### src/handheld_console_memory_map_with_dma_macros.svh
// assertion macros for the memory bus block
`ifndef HANDHELD_CONSOLE_MEMORY_MAP_WITH_DMA_MACROS_SVH
`define HANDHELD_CONSOLE_MEMORY_MAP_WITH_DMA_MACROS_SVH
`ifndef SYNTHESIS
`define HCM_ASSERT(label, clk, rst_n, prop, msg) \
    label: assert property (@(posedge clk) disable iff (!rst_n) (prop)) else $error(msg);
`define HCM_ASSERT_NEXT(label, clk, rst_n, pre, post, msg) \
    label: assert property (@(posedge clk) disable iff (!rst_n) (pre) |=> (post)) else $error(msg);
`else
`define HCM_ASSERT(label, clk, rst_n, prop, msg)
`define HCM_ASSERT_NEXT(label, clk, rst_n, pre, post, msg)
`endif
`endif

### src/hcmm_pkg.sv
// ----------------------------------------------------------------------------
// hcmm_pkg
// types, constants and the boot image of the console memory bus
// ----------------------------------------------------------------------------
package hcmm_pkg;

    localparam int ROM_BYTES      = 32768;
    localparam int VIDEO_BYTES    = 8192;
    localparam int CART_RAM_BYTES = 8192;
    localparam int WORK_RAM_BYTES = 8192;
    localparam int SPRITE_BYTES   = 160;
    localparam int DMA_LENGTH     = 160;
    localparam int IO_BYTES       = 128;
    localparam int HIGH_BYTES     = 128;

    localparam logic [15:0] BOOT_END      = 16'h0100;
    localparam logic [15:0] SPRITE_BASE   = 16'hFE00;
    localparam logic [15:0] GAP_BASE      = 16'hFEA0;
    localparam logic [15:0] IO_BASE       = 16'hFF00;
    localparam logic [15:0] HIGH_BASE     = 16'hFF80;
    localparam logic [15:0] BOOT_OFF_ADDR = 16'hFF50;
    localparam logic [15:0] DMA_REG_ADDR  = 16'hFF46;

    typedef enum logic [2:0] {
        OP_READ_BYTE  = 3'd0,
        OP_WRITE_BYTE = 3'd1,
        OP_READ_WORD  = 3'd2,
        OP_WRITE_WORD = 3'd3,
        OP_DMA_TICK   = 3'd4,
        OP_ROM_LOAD   = 3'd5
    } opcode_t;

    typedef enum logic [1:0] {
        DMA_IDLE = 2'd0,
        DMA_REQ  = 2'd1,
        DMA_XFER = 2'd2
    } dma_state_t;

    // controller to datapath
    typedef struct packed {
        logic        load;      // capture input item
        logic        access;    // perform one byte access this cycle
        logic        second;    // access targets the second byte
        logic        finish;    // result register load
    } dp_cmd_t;

    // datapath to controller
    typedef struct packed {
        logic        two_access;  // item needs a second access
    } dp_status_t;

    function automatic logic [7:0] boot_byte(input logic [7:0] a);
        logic [7:0] img [256];
        img = '{
        8'h31,8'hFE,8'hFF,8'hAF,8'h21,8'hFF,8'h9F,8'h32,8'hCB,8'h7C,8'h20,8'hFB,8'h21,8'h26,8'hFF,8'h0E,
        8'h11,8'h3E,8'h80,8'h32,8'hE2,8'h0C,8'h3E,8'hF3,8'hE2,8'h32,8'h3E,8'h77,8'h77,8'h3E,8'hFC,8'hE0,
        8'h47,8'h11,8'h04,8'h01,8'h21,8'h10,8'h80,8'h1A,8'hCD,8'h95,8'h00,8'hCD,8'h96,8'h00,8'h13,8'h7B,
        8'hFE,8'h34,8'h20,8'hF3,8'h11,8'hD8,8'h00,8'h06,8'h08,8'h1A,8'h13,8'h22,8'h23,8'h05,8'h20,8'hF9,
        8'h3E,8'h19,8'hEA,8'h10,8'h99,8'h21,8'h2F,8'h99,8'h0E,8'h0C,8'h3D,8'h28,8'h08,8'h32,8'h0D,8'h20,
        8'hF9,8'h2E,8'h0F,8'h18,8'hF3,8'h67,8'h3E,8'h64,8'h57,8'hE0,8'h42,8'h3E,8'h91,8'hE0,8'h40,8'h04,
        8'h1E,8'h02,8'h0E,8'h0C,8'hF0,8'h44,8'hFE,8'h90,8'h20,8'hFA,8'h0D,8'h20,8'hF7,8'h1D,8'h20,8'hF2,
        8'h0E,8'h13,8'h24,8'h7C,8'h1E,8'h83,8'hFE,8'h62,8'h28,8'h06,8'h1E,8'hC1,8'hFE,8'h64,8'h20,8'h06,
        8'h7B,8'hE2,8'h0C,8'h3E,8'h87,8'hF2,8'hF0,8'h42,8'h90,8'hE0,8'h42,8'h15,8'h20,8'hD2,8'h05,8'h20,
        8'h4F,8'h16,8'h20,8'h18,8'hCB,8'h4F,8'h06,8'h04,8'hC5,8'hCB,8'h11,8'h17,8'hC1,8'hCB,8'h11,8'h17,
        8'h05,8'h20,8'hF5,8'h22,8'h23,8'h22,8'h23,8'hC9,8'hCE,8'hED,8'h66,8'h66,8'hCC,8'h0D,8'h00,8'h0B,
        8'h03,8'h73,8'h00,8'h83,8'h00,8'h0C,8'h00,8'h0D,8'h00,8'h08,8'h11,8'h1F,8'h88,8'h89,8'h00,8'h0E,
        8'hDC,8'hCC,8'h6E,8'hE6,8'hDD,8'hDD,8'hD9,8'h99,8'hBB,8'hBB,8'h67,8'h63,8'h6E,8'h0E,8'hEC,8'hCC,
        8'hDD,8'hDC,8'h99,8'h9F,8'hBB,8'hB9,8'h33,8'h3E,8'h3C,8'h42,8'hB9,8'hA5,8'hB9,8'hA5,8'h42,8'h3C,
        8'h21,8'h04,8'h01,8'h11,8'hA8,8'h00,8'h1A,8'h13,8'hBE,8'h20,8'hFE,8'h23,8'h7D,8'hFE,8'h34,8'h20,
        8'hF5,8'h06,8'h19,8'h78,8'h86,8'h23,8'h05,8'h20,8'hFB,8'h86,8'h20,8'hFE,8'h3E,8'h01,8'hE0,8'h50
        };
        return img[a];
    endfunction

endpackage

### src/hcmm_ctrl.sv
// ----------------------------------------------------------------------------
// hcmm_ctrl
// sequencer: capture, one or two byte accesses, result hand-off
// ----------------------------------------------------------------------------
`include "handheld_console_memory_map_with_dma_macros.svh"
module hcmm_ctrl (
    input  logic                  clk,
    input  logic                  rst_n,
    input  logic                  in_valid,
    output logic                  in_ready,
    output logic                  out_valid,
    input  logic                  out_ready,
    input  hcmm_pkg::dp_status_t  status,
    output hcmm_pkg::dp_cmd_t     cmd
);

    typedef enum logic [3:0] {
        ST_IDLE   = 4'b0001,
        ST_FIRST  = 4'b0010,
        ST_SECOND = 4'b0100,
        ST_DONE   = 4'b1000
    } state_t;

    state_t state_reg, state_next;
    logic   out_valid_reg, out_valid_next;
    logic   res_free;

    // result slot free when empty or being taken this cycle
    assign res_free  = !out_valid_reg || out_ready;
    assign in_ready  = (state_reg == ST_IDLE);
    assign out_valid = out_valid_reg;

    always_comb
    begin
        state_next     = state_reg;
        out_valid_next = out_valid_reg && !out_ready;
        cmd            = '0;
        unique case (state_reg)
            ST_IDLE:
            begin
                if (in_valid)
                begin
                    cmd.load   = 1'b1;
                    state_next = ST_FIRST;
                end
            end
            ST_FIRST:
            begin
                cmd.access = 1'b1;
                if (status.two_access)
                    state_next = ST_SECOND;
                else
                    state_next = ST_DONE;
            end
            ST_SECOND:
            begin
                cmd.access = 1'b1;
                cmd.second = 1'b1;
                state_next = ST_DONE;
            end
            ST_DONE:
            begin
                // read data of the last access is registered by now
                if (res_free)
                begin
                    cmd.finish     = 1'b1;
                    out_valid_next = 1'b1;
                    state_next     = ST_IDLE;
                end
            end
            default:
            begin
                state_next = ST_IDLE;
            end
        endcase
    end

    always_ff @(posedge clk or negedge rst_n)
    begin
        if (!rst_n)
        begin
            state_reg     <= ST_IDLE;
            out_valid_reg <= 1'b0;
        end
        else
        begin
            state_reg     <= state_next;
            out_valid_reg <= out_valid_next;
        end
    end

    `HCM_ASSERT(a_state_onehot, clk, rst_n, $onehot(state_reg), "state not one-hot")
    `HCM_ASSERT_NEXT(a_finish_valid, clk, rst_n, cmd.finish, out_valid_reg,
        "finished item not presented")
    `HCM_ASSERT(a_no_overwrite, clk, rst_n, !(cmd.finish && out_valid_reg && !out_ready),
        "result overwritten while stalled")

endmodule

### config.mk
export PLATFORM = sky130hd
export DESIGN_NAME = hcmm_ctrl
export DESIGN_NICKNAME = d
export VERILOG_FILES = /design/src/hcmm_pkg.sv /design/src/hcmm_ctrl.sv
export VERILOG_INCLUDE_DIRS = /design/src /design/src/src
export SDC_FILE = /design/constraint.sdc
export NUM_CORES = 1
export LEC_CHECK = 0
export ABC_AREA = 1
export BUFFER_PORTS_ARGS = -buffer_cell sky130_fd_sc_hd__buf_2
export CORE_AREA = 8 8 45 47
export CTS_CLUSTER_DIAMETER = 50
export DETAILED_ROUTE_END_ITERATION = 10
export DIE_AREA = 0 0 53 55
export GPL_TIMING_DRIVEN = 0
export PLACE_DENSITY_LB_ADDON = 0.25
export SLEW_MARGIN = 0
export SYNTH_ARGS = -nofsm -noshare
export SYNTH_HDL_FRONTEND = slang
export SYNTH_SLANG_ARGS = --single-unit
export TNS_END_PERCENT = 5
### constraint.sdc
create_clock -name clk -period 3.2 [get_ports clk]
set_input_delay 0.96 -clock clk [delete_from_list [all_inputs] [get_ports clk]]
set_output_delay 0.96 -clock clk [all_outputs]
set_load 0.01 [all_outputs]
---- Yosys cells after proc, flatten, opt, wreduce, memory -nomap -nowiden ----
Index checks and enable logic that the tools add are counted.
storage, ports and cells
  register bits after elaboration ......... 5
  input port bits ......................... 5
  output and inout port bits .............. 6
  logic and storage cells ................. 26
cells by class
  eq/ne operators ......................... 6
  mux-type cells .......................... 12
  reduce and logical (&&, ||, !) cells .... 6
operators by type and width
  kind                                                              number
  4-bit one-hot mux with 4 select lines                             1
  4-bit 2-to-1 mux                                                  3
  1-bit 2-to-1 mux                                                  8
  4-bit by 1-bit == test with 1-bit output (second input constant)  1
  4-bit by 2-bit == test with 1-bit output (second input constant)  1
  4-bit by 3-bit == test with 1-bit output (second input constant)  1
  4-bit == test (second input constant)                             1
  2-bit inequality test (second input constant)                     2
  1-bit zero test                                                   2
  2-bit AND reduction                                               1
  2-bit OR reduction                                                1
  1-bit logical AND                                                 1
  1-bit logical OR                                                  1

---- Logic depth before layout (Yosys ltp) ----
  depth after elaboration ................. 4
  mapped depth ............................ 5
  gate-level depth less buffers ........... 5

---- Least setup slack after synthesis ----
OpenSTA, ideal clock, no wires.
  path kind ............................... input to output
  start point ............................. in out_ready
  end point ............................... out cmd[3] in the netlist's numbering
  arrival time ............................ 1.391 ns
  data required time ...................... 2.240 ns
  setup slack ............................. 0.849 ns
  cell stages on the path ................. 4
  path buffers ............................ 0
  cells stage by stage .................... nor2_1 > inv_1 > nor2_2 > nor3_1
RTL lines
  item         RTL line         text
  from (decl)  hcmm_ctrl.sv:12  input logic out_ready,
  to (decl)    hcmm_ctrl.sv:14  output hcmm_pkg::dp_cmd_t cmd

==> metrics.md <==
| Metric | Value |
|---|---|
| Max reg flops | `4` |
| Most frequent cell after synthesis | `inv_1` |
| Post-route cell area | `367 µm²` |
| Die area | `2920 µm²` |
| Clock period minus worst slack | `2.59 ns` |
| Largest fanout on the critical path | `3` |
| MaxCap Viol Count | `0` |
| Synth Cell Area | `270 µm²` |
| Measured slew at the worst slew-check pin | `0.184 ns` |
| Area grow syn2layout | `35.6%` |
| Leading area contributor after synthesis | `dfrtp_1` |
| Clock buffer depth | `2` |
| Worst EP arrival | `1.63 ns` |
| Cts bufs inserted | `3` |
| Setup slack, reg-to-reg | `2.14 ns` |
| Number of diodes | `0` |
| FF-to-FF path depth | `5` |
| # Post-CTS Setup Buffers | `0` |
| Critical R2R Capture | `state_reg[0]` |
| GPL Wtd Cong | `0.681` |
| Reg clk slew, reported paths | `0.05 ns` |
| CP Class | `in2out` |
| Max Slew Vio Count | `0` |
| Clk_lat worst skew | `0.25 ns` |
| Top-area cell type share of the netlist area | `37.0%` |
| CP startpoint kind | `input pin` |
| Buffers on Ports | `10` |
| Post-synth top flop | `dfrtp_1` |
| Top post-synthesis cells by count | `inv_1 (8), nor2_1 (6), dfrtp_1 (4), nand2_1 (4), nor2_2 (4)` |
| CTS root buf | `clkbuf_4` |
| Htree depth | `1` |
| Via count | `254` |
| Final Setup Violations | `0` |
| Area of the core | `1380 µm²` |
| Number of synthesized flops with an enable pin | `0` |
| Initial antenna violation count | `0` |
| RSZ-0062 raised after global routing | `false` |
| Place WS | `0.616 ns` |
| Post-DP Area | `340 µm²` |
| Overall Global Routing Usage | `5.10%` |
| DP HPWL | `516 µm` |
| Final Hold Vio Count | `0` |
| Hold/Removal Path Class | `in2async` |
| Setup_tns | `0 ns` |
| Fill cell count | `161` |
| Drt via density | `3.91` |
| FF+latch area | `126 µm²` |
| # rows | `14` |
| Final ANT Viol Nets | `0` |
| Post-synth cell types | `12` |
| Syn Inst Count | `35` |
| Synthesized Nets | `40` |
| P_leak | `0.000214 µW` |
| Slew headroom | `87.7%` |
| Maximum vdd drop | `0.289 mV` |
| Vias in the first global route | `254` |
| DR DRC count | `0` |
| Power Density | `858 nW/µm²` |
| Post-CTS Hold Buffers | `0` |
| Post-CTS sizing | `0` |
| Final period util | `80.8%` |
| Routed wire length | `625 µm` |
| First-pass GRT wire length | `1040 µm` |
| Worst EP required | `2.24 ns` |
| Die Span X | `53 µm` |
| Area of the multi-input gates | `114 µm²` |
| Synthesized area per cell | `7.72 µm²` |
| TritonCTS clock tree | `yes` |
| Sequential fraction of the synthesis area | `46.8%` |
| TritonCTS Sinks | `5` |
| Flops & latches, synth | `5` |
| Initial Util | `19.5%` |
| Layout cell share with drive strength beyond 1 | `40.8%` |
| Reg2Reg Launch Point | `state_reg[0]` |
| Asr flop ratio synth | `100%` |
| WL per Instance | `9.62 µm` |
| CP Capture Type | `output pin` |
| I/O Pins | `11` |
| Setup ws final | `0.613 ns` |
| Final design utilization | `26.5%` |
| Clk_skew | `0.00344 ns` |
| Pin count of the biggest net entering global routing | `6` |
| Yosys warns | `0` |
| Drt pass-1 iters | `4` |
| Fmax | `0.387 GHz` |
| GRT overflow | `0` |
| Status | `complete, no violations` |
| Synth area leaders | `dfrtp_1 (37%), inv_1 (11%), dfstp_2 (9.7%)` |
| Hold_ws | `0.521 ns` |
| Final #Nets | `55` |
| Drt first-iter violations | `6` |
| Die Height | `55 µm` |
==> placed cells by master (no fill, tap or decap) <==
cell type  count
buf_2         10
inv_1          8
nor2_1         6
nand2_1        4
nor2_2         4
dfrtp_1        4
clkbuf_4       3
nor3_1         2
nand3_1        2
nand2_2        1
nand3_2        1
o21bai_1       1
o211ai_1       1
clkbuf_1       1
dfstp_2        1
==> cell families after synthesis <==
| family | after synthesis | share of synthesized area, % |
|---|---|---|
| AO/OA/AOI/OAI | 2 | 5.56 |
| AND/OR/NAND/NOR | 20 | 36.6 |
| buffers and inverters | 8 | 11.1 |
| flip-flops | 5 | 46.8 |
==> routing by layer <==
metal	wire [µm]	vias up	track usage, %
met3	57	2	2.14
li1	-	135	-
met4	15	0	6.47
met5	0	-	0
met1	281	105	4.92
met2	270	12	7.42
==> how the worst max path moves through the flow <==
stage                         start     end  slack (ns)
after global routing      out_ready  cmd[3]        0.56
after detailed placement  out_ready  cmd[3]        0.62
after CTS                 out_ready  cmd[3]        0.61
after global placement    out_ready  cmd[3]        0.62
after floorplan           out_ready  cmd[3]        0.85
final                     out_ready  cmd[3]        0.61
==> worst max-delay path, cell delays in order <==
cell,delay [ns]
buf_2,0.09
nor2_1,0.13
inv_1,0.10
nor2_2,0.15
nor3_1,0.06
buf_2,0.14
==> stage by stage <==
stage / instances / power [µW]
floorplan: 35 / 198
global placement: 61 / 243
detailed placement: 61 / 244
CTS: 65 / 322
global route: 65 / 348
finish: 65 / 315
==> report_power, final <==
group | switching (µW) | leakage, µW | internal (µW)
clock network | 27.7 | 0.0000150 | 47.3
registers | 14.5 | 0.0000645 | 87.6
logic | 82.7 | 0.000134 | 54.8
total | 125 | 0.000214 | 190
==> area by class of cell <==
cell class                 instances  share of cell area [%]
sequential                         5                    34.5
multi-input combinational         22                    31.1
timing repair buffer              10                    13.7
inverter                           8                    8.19
clock buffer                       4                    7.17
tap                               16                    5.46
(Power assumes the default switching activity.)
